File: config.mk
export PLATFORM = sky130hd
export DESIGN_NAME = bitmap_slot_allocator
export DESIGN_NICKNAME = d
export VERILOG_FILES = /design/src/sv/bsa_pkg.sv /design/src/sv/bitmap_slot_allocator.sv /design/src/sv/bsa_map_ram.sv
export SDC_FILE = /design/constraint.sdc
export NUM_CORES = 2
export LEC_CHECK = 0
export BUFFER_PORTS_ARGS = -buffer_cell sky130_fd_sc_hd__buf_2
export CORE_MARGIN = 4
export CORE_UTILIZATION = 30
export CTS_BUF_LIST = sky130_fd_sc_hd__clkbuf_8 sky130_fd_sc_hd__clkbuf_16
export CTS_CLUSTER_SIZE = 10
export DETAILED_ROUTE_END_ITERATION = 10
export SYNTH_ARGS = -nofsm -noshare
export SYNTH_HDL_FRONTEND = slang
export SYNTH_SLANG_ARGS = --single-unit
File: constraint.sdc
create_clock -name clock -period 14.4 [get_ports clock]
set_clock_uncertainty 0.2 [all_clocks]
set_input_delay 2.88 -clock clock [delete_from_list [all_inputs] [get_ports clock]]
set_output_delay 2.88 -clock clock [all_outputs]
set_load 0.1 [all_outputs]
File: src/sv/bsa_pkg.sv
// ----------------------------------------------------------------------------
// bsa_pkg
// shared types and constants of the bitmap slot allocator
// ----------------------------------------------------------------------------
package bsa_pkg;

   // pool size, a power of two from 8 to 4096
   localparam int MAX_SLOTS  = 1024;
   // limit on the slot field of the item
   localparam int FIELD_SLOTS = 1024;
   localparam int CAP_SLOTS  = (MAX_SLOTS < FIELD_SLOTS) ? MAX_SLOTS : FIELD_SLOTS;

   localparam int WORD_BITS  = (MAX_SLOTS >= 64) ? 32 : MAX_SLOTS / 2;
   localparam int WORD_LOG   = $clog2(WORD_BITS);
   localparam int WORDS      = MAX_SLOTS / WORD_BITS;
   localparam int WADDR_W    = $clog2(WORDS);
   localparam int SLOT_W     = $clog2(MAX_SLOTS);
   localparam int COUNT_W    = $clog2(MAX_SLOTS + 1);

   localparam int CSR_W      = 11;
   localparam logic [CSR_W-1:0] CSR_RESET = CSR_W'(800);

   typedef enum logic {
      FUNC_ALLOC = 1'b0,
      FUNC_FREE  = 1'b1
   } bsa_func_type;

   typedef enum logic [1:0] {
      ST_DONE      = 2'd0,
      ST_EXHAUSTED = 2'd1,
      ST_RANGE     = 2'd2
   } bsa_status_type;

   typedef struct packed {
      bsa_func_type func;
      logic [9:0]   slot_index;
   } bsa_req_type;

   typedef struct packed {
      bsa_status_type status;
      logic [9:0]     granted_slot;
      logic [10:0]    used_count;
   } bsa_rsp_type;

   // bitmap memory port controls
   typedef struct packed {
      logic                 rd_en;
      logic [WADDR_W-1:0]   rd_addr;
      logic                 wr_en;
      logic [WADDR_W-1:0]   wr_addr;
      logic [WORD_BITS-1:0] wr_data;
   } bsa_ram_ctl_type;

endpackage

File: src/sv/bitmap_slot_allocator.sv
// ----------------------------------------------------------------------------
// bitmap_slot_allocator
// first-fit slot allocator over a used-mark bitmap held in a word memory
// ----------------------------------------------------------------------------
// an accepted item waits in the read state for its bitmap word and for a free result
// register; no new item is taken until the read-modify-write of its bitmap word is done
// a per-word full summary picks the word for an allocate in the accept cycle
// reset: synchronous; the per-word valid flags clear at once, so the bitmap reads
// all free right after reset with no clearing pass; slot limit resets to 800
// ----------------------------------------------------------------------------
module bitmap_slot_allocator (
   input  logic                          clock,
   input  logic                          reset,
   // request channel
   input  logic                          req_valid,
   output logic                          req_stall,
   input  bsa_pkg::bsa_req_type          req_item,
   // result channel
   output logic                          rsp_valid,
   input  logic                          rsp_stall,
   output bsa_pkg::bsa_rsp_type          rsp_item,
   // slot limit register
   input  logic                          csr_wr_en,
   input  logic [bsa_pkg::CSR_W-1:0]     csr_wr_data
);

   localparam int CMP_W = (bsa_pkg::SLOT_W + 1 > 11) ? bsa_pkg::SLOT_W + 1 : 11;

   typedef enum logic {
      S_IDLE,
      S_READ
   } state_type;

   // control state
   state_type                       state_ff, state_in;
   logic [bsa_pkg::CSR_W-1:0]       limit_ff;
   logic [bsa_pkg::COUNT_W-1:0]     count_ff, count_in;
   logic [bsa_pkg::WORDS-1:0]       full_ff, full_in;      // word has no free bit
   logic [bsa_pkg::WORDS-1:0]       wvalid_ff, wvalid_in;  // word written since reset
   logic                            rsp_valid_ff, rsp_valid_in;

   // per-item registers
   bsa_pkg::bsa_func_type           func_ff;
   logic [9:0]                      idx_ff;
   logic [bsa_pkg::WADDR_W-1:0]     waddr_ff;
   logic                            any_free_ff;
   bsa_pkg::bsa_rsp_type            rsp_ff, rsp_in;

   // memory interface
   bsa_pkg::bsa_ram_ctl_type        ram_ctl;
   logic [bsa_pkg::WORD_BITS-1:0]   rd_data;

   bsa_map_ram u_map_ram (
      .clock   (clock),
      .ram_ctl (ram_ctl),
      .rd_data (rd_data)
   );

   // active limit, saturated to the pool size
   logic [bsa_pkg::CSR_W-1:0] lim;
   assign lim = (limit_ff > bsa_pkg::CSR_W'(bsa_pkg::CAP_SLOTS))
                ? bsa_pkg::CSR_W'(bsa_pkg::CAP_SLOTS) : limit_ff;

   logic req_accept;
   assign req_accept = req_valid && !req_stall;
   assign req_stall  = (state_ff != S_IDLE);

   // lowest word with a free bit
   logic [bsa_pkg::WADDR_W-1:0] free_word;
   always_comb begin
      free_word = '0;
      for (int i = bsa_pkg::WORDS - 1; i >= 0; i--) begin
         if (!full_ff[i]) free_word = bsa_pkg::WADDR_W'(i);
      end
   end

   // word as stored; never-written words read free
   logic [bsa_pkg::WORD_BITS-1:0] word;
   assign word = wvalid_ff[waddr_ff] ? rd_data : '0;

   // lowest free bit of that word
   logic [bsa_pkg::WORD_LOG-1:0] free_bit;
   always_comb begin
      free_bit = '0;
      for (int i = bsa_pkg::WORD_BITS - 1; i >= 0; i--) begin
         if (!word[i]) free_bit = bsa_pkg::WORD_LOG'(i);
      end
   end

   logic [bsa_pkg::SLOT_W-1:0]    alloc_slot;
   logic [bsa_pkg::WORD_LOG-1:0]  free_req_bit;
   logic                          alloc_ok;
   logic                          idx_in_range;
   logic                          finish;
   logic [bsa_pkg::WORD_BITS-1:0] new_word;

   assign alloc_slot   = {waddr_ff, free_bit};
   assign alloc_ok     = any_free_ff && (CMP_W'(alloc_slot) < CMP_W'(lim));
   assign idx_in_range = CMP_W'(idx_ff) < CMP_W'(lim);
   assign free_req_bit = idx_ff[bsa_pkg::WORD_LOG-1:0];
   // result register free, or being emptied this cycle
   assign finish       = (state_ff == S_READ) && (!rsp_valid_ff || !rsp_stall);

   always_comb begin
      state_in     = state_ff;
      count_in     = count_ff;
      full_in      = full_ff;
      wvalid_in    = wvalid_ff;
      rsp_valid_in = rsp_valid_ff && rsp_stall;
      rsp_in       = rsp_ff;
      new_word     = word;

      ram_ctl         = '0;
      ram_ctl.rd_en   = req_accept;
      ram_ctl.rd_addr = (req_item.func == bsa_pkg::FUNC_ALLOC)
                        ? free_word
                        : bsa_pkg::WADDR_W'(bsa_pkg::SLOT_W'(req_item.slot_index) >>
                                            bsa_pkg::WORD_LOG);
      ram_ctl.wr_addr = waddr_ff;

      unique case (state_ff)
         S_IDLE: begin
            if (req_accept) state_in = S_READ;
         end
         S_READ: begin
            if (finish) begin
               rsp_in.status       = bsa_pkg::ST_DONE;
               rsp_in.granted_slot = '0;
               if (func_ff == bsa_pkg::FUNC_ALLOC) begin
                  if (alloc_ok) begin
                     new_word[free_bit]  = 1'b1;
                     ram_ctl.wr_en       = 1'b1;
                     count_in            = count_ff + bsa_pkg::COUNT_W'(1);
                     rsp_in.granted_slot = 10'(alloc_slot);
                  end else begin
                     rsp_in.status = bsa_pkg::ST_EXHAUSTED;
                  end
               end else begin
                  if (!idx_in_range) begin
                     rsp_in.status = bsa_pkg::ST_RANGE;
                  end else if (word[free_req_bit]) begin
                     new_word[free_req_bit] = 1'b0;
                     ram_ctl.wr_en          = 1'b1;
                     count_in               = count_ff - bsa_pkg::COUNT_W'(1);
                  end
               end
               if (ram_ctl.wr_en) begin
                  full_in[waddr_ff]   = &new_word;
                  wvalid_in[waddr_ff] = 1'b1;
               end
               rsp_in.used_count = 11'(count_in);
               rsp_valid_in      = 1'b1;
               state_in          = S_IDLE;
            end
         end
         default: state_in = S_IDLE;
      endcase

      ram_ctl.wr_data = new_word;
   end

   always_ff @(posedge clock) begin
      if (reset) begin
         state_ff     <= S_IDLE;
         limit_ff     <= bsa_pkg::CSR_RESET;
         count_ff     <= '0;
         full_ff      <= '0;
         wvalid_ff    <= '0;
         rsp_valid_ff <= 1'b0;
      end else begin
         state_ff     <= state_in;
         count_ff     <= count_in;
         full_ff      <= full_in;
         wvalid_ff    <= wvalid_in;
         rsp_valid_ff <= rsp_valid_in;
         if (csr_wr_en) limit_ff <= csr_wr_data;
      end
   end

   // payload registers
   always_ff @(posedge clock) begin
      rsp_ff <= rsp_in;
      if (req_accept) begin
         func_ff     <= req_item.func;
         idx_ff      <= req_item.slot_index;
         waddr_ff    <= ram_ctl.rd_addr;
         any_free_ff <= ~&full_ff;
      end
   end

   assign rsp_valid = rsp_valid_ff;
   assign rsp_item  = rsp_ff;

   // the mark count never passes the pool size
   a_count_bound: assert property (@(posedge clock) disable iff (reset)
      count_ff <= bsa_pkg::COUNT_W'(bsa_pkg::MAX_SLOTS))
      else $error("mark count above pool size");

   // bitmap is written only while an item finishes
   a_write_in_read: assert property (@(posedge clock) disable iff (reset)
      ram_ctl.wr_en |-> finish)
      else $error("bitmap write outside item completion");

   // entering the read state needs an accepted item
   a_read_after_accept: assert property (@(posedge clock) disable iff (reset)
      (state_ff == S_IDLE && state_in == S_READ) |-> req_accept)
      else $error("read state without accepted item");

   // a failed request hands out no slot
   a_no_grant_on_fail: assert property (@(posedge clock) disable iff (reset)
      (rsp_valid_ff && rsp_ff.status != bsa_pkg::ST_DONE) |-> rsp_ff.granted_slot == '0)
      else $error("slot granted on failed request");

   // count moves only when an item finishes
   a_count_step: assert property (@(posedge clock) disable iff (reset)
      !finish |=> $stable(count_ff))
      else $error("count changed without an item");

endmodule

File: src/sv/bsa_map_ram.sv
// ----------------------------------------------------------------------------
// bsa_map_ram
// used-mark bitmap storage, one write and one registered read per cycle
// ----------------------------------------------------------------------------
module bsa_map_ram (
   input  logic                            clock,
   input  bsa_pkg::bsa_ram_ctl_type        ram_ctl,
   output logic [bsa_pkg::WORD_BITS-1:0]   rd_data
);

   logic [bsa_pkg::WORD_BITS-1:0] mem [bsa_pkg::WORDS];
   logic [bsa_pkg::WORD_BITS-1:0] rd_data_ff;

   always_ff @(posedge clock) begin
      if (ram_ctl.wr_en) begin
         mem[ram_ctl.wr_addr] <= ram_ctl.wr_data;
      end
      if (ram_ctl.rd_en) begin
         rd_data_ff <= mem[ram_ctl.rd_addr];
      end
   end

   assign rd_data = rd_data_ff;

endmodule

==> run metrics <==
status finished, final reports clean; WL final ~160 mm; first-pass GRT wire length 223.8 mm; DP HPWL 84.09 mm; clock tree root driver cell clkbuf_16; H-tree levels 4; iteration-0 DRC count of the detailed router 4294; worst r2r src waddr_ff[4]; Synth Register Bits 1184; Clock transition at path regs 0.06 ns; largest net degree at the start of global routing 170; commonest non-fill, non-tap cell in the layout edfxtp_1; routed length per instance 26.56 um; Top Ports 52; Seq/Total Area, Yosys 70.83%; crit path launch req_item[10]; clk sinks about 1200; IO buf count 51; # setup viols final 0; cell family with most CP delay buffers and inverters; Worst EP required 14.67 ns; Worst Setup End Kind flop; Die X 412.0 um; Worst Tran Pin Value 1.416 ns; final RePlAce weighted congestion 0.9537; most used cell, CP buf_4; Post-synth EDFFs 1096; global-route usage over all layers between 10% and 20%; CP Class in -> reg; NumNets Final between 3000 and 4000; Rows around 150; flop2flop setup slack 6.84 ns; grt total ovfl 0; syn avg cell area 13.56 sq um; CP startpoint kind input pin; initial antenna violation count 3; PnR worst setup slack 6.303 ns; Buf/Inv on CP 4; share of cells above drive strength 1 between 10% and 20%; Max IR drop VDD 0.00008713 V; Via Count 32740; post-CTS sizing 0; Layout area overhead 14.59%; CP max stage cell buf_4; worst hold path type reg -> reg; pre-CTS setup slack between 5 and 6 ns; die height just over 400 um; syn_nets 3657; Hold Buf Count CTS 0; drt first pass iters 5; vias in the first global route 31280; Clock Path Buffers 3; Final Hold Viols 0; Skew-Pair Late Insertion Delay around 0.76 ns; Crit Path Max Fanout around 140; setup TNS 0 ns; RSZ-0062 raised after global routing no; most frequent cells in the layout 1096 x edfxtp_1, 535 x nand2_1, 155 x mux2i_1; ys async rst share 0%; Syn Inst Count 3611; Yosys cell types 86; CP Cell Sequence buf_2 > a211oi_1 > nand4_1 > a31o_4 > and2_4 > inv_8 > buf_4 > buf_4 > mux2i_1 > o221ai_1 > nor4_1 > a21oi_1; MaxCap Viol Count 0; Primary FF master, synth edfxtp_1; initial core utilization 30.35%; yosys warns 0; Static Leak 18.86 nW; CORE AREA about 160000 sq um; Post-CTS Setup Inserts 0; DR DRC count 0; Arrival @ worst endpoint 8.36 ns; ANT nets after route 0; slew margin rel. 4.735%; power density cells 130.5 nW/um^2; via-per-instance ratio around 5.6; r2r endpoint u_map_ram.mem[28][20]; fmax 0.1235 GHz; die area 169700 sq um; CTS tree done; FF-to-FF path depth 14; CP max stage delay 0.80 ns; Hold Crit Start wvalid_ff[4]; fin crit share ~56%; post-synthesis instance area ~50000 sq um; worst hold path depth 2; Period minus WS final 8.097 ns; Slew Limit Fails 0; CTS Buf Count between 100 and 150; worst hold endpoint wvalid_ff[4]; Worst path depth 12
[power breakdown]
group	internal (mW)	leakage, nW	switching, mW
clock	1.77	1.92	1.33
sequential	3.75	11.9	0.0515
combinational	0.109	5.09	0.308
total	5.63	18.9	1.69
[how the worst max path moves through the flow]
stage | end | slack [ns]
finish | u_map_ram.rd_data[8] | 6.30
detailed placement | u_map_ram.rd_data[8] | 5.78
global placement | u_map_ram.rd_data[8] | 5.91
CTS | u_map_ram.rd_data[8] | 6.59
global route | u_map_ram.rd_data[8] | 6.28
floorplan | full_ff[20] | 5.82
[worst register-to-register path: stages, from the launching register on]
cell and delay, ns:
edfxtp_1 0.62, or3b_2 0.67, o22ai_1 0.39, nor4_2 0.15
mux2i_4 0.15, buf_4 0.57, nand2_1 0.33, inv_1 0.13
ha_1 0.24, a2111oi_1 0.98, a21bo_2 0.52, a21o_1 0.22
nand2_1 0.58, nor4_2 0.67, buf_4 0.71
[synthesized netlist by cell type (23+ instances only)]
library cell  number  area (sq um)
a211oi_1         109         818.3
buf_2             23         115.1
a221oi_1          65         569.3
nor4_1            45         281.5
mux2i_1          155          1551
or3b_2            27         236.5
a31oi_1          111         694.4
nor3_1            36         180.2
o21ai_0          101         505.5
a21oi_1           79         395.4
nor2_1           151         566.8
nand4_1           58         362.9
o221ai_1          33         289.0
clkbuf_1         209         784.5
nand3_1          128         640.6
and3_1           116         725.7
o21ai_1           32         160.2
nand2_1          538          2019
dfxtp_1           88          1762
a311oi_1          98         858.3
edfxtp_1        1096         32910
inv_1             24         90.09
buf_1             25         93.84
[per-stage QoR]
stage	hold slack, ns	cells	power, mW	util [%]	instance area [sq um]
after global routing	0.2880	5842	7.521	34.78	56100
after floorplan	0.2396	3611	4.105	-	48950
after CTS	0.2727	5842	7.360	34.78	56100
after global placement	0.2489	5672	4.277	32.40	52260
after detailed placement	0.2574	5672	4.280	32.40	52260
final	0.2693	5843	7.318	34.78	56100
[cells by family (layout without fill, tap and decap cells)]
group	Yosys count	in the layout	synth area share, %
compound gates	736	736	10.61
xor+xnor	18	18	0.3220
fa+ha+maj	19	19	0.4856
buf+inv	291	362	2.339
flops	1184	1184	70.83
mux	167	167	3.665
other cells	0	1	0
simple gates	1196	1196	11.75
[flip-flops by register name, indices dropped and copies added, names as in the netlist]
name / cells
limit_ff: 11
any_free_ff: 1
req_stall: 1
u_map_ram.mem: 1024
rsp_valid: 1
wvalid_ff: 32
func_ff: 1
full_ff: 32
count_ff: 11
idx_ff: 10
waddr_ff: 5
u_map_ram.rd_data: 32
rsp_item: 23
[per-layer routing]
layer	wire length, um	GRT usage, %	vias up
met1	65520	25.48	16540
met4	4622	5.825	0
met3	15260	3.164	272
li1	-	-	14100
met5	0	0	-
met2	69800	27.58	1824
[final cells by class]
type	instances	area (sq um)
fillers	15420	105200
flip-flops and latches	1184	34670
multi-input cells	2136	13630
clock buffers	141	3517
well taps	2160	2703
repair buffers	164	1141
clock inverters	29	317.8
inverters	28	112.6
diodes	1	2.502
(Power assumes the default switching activity.)
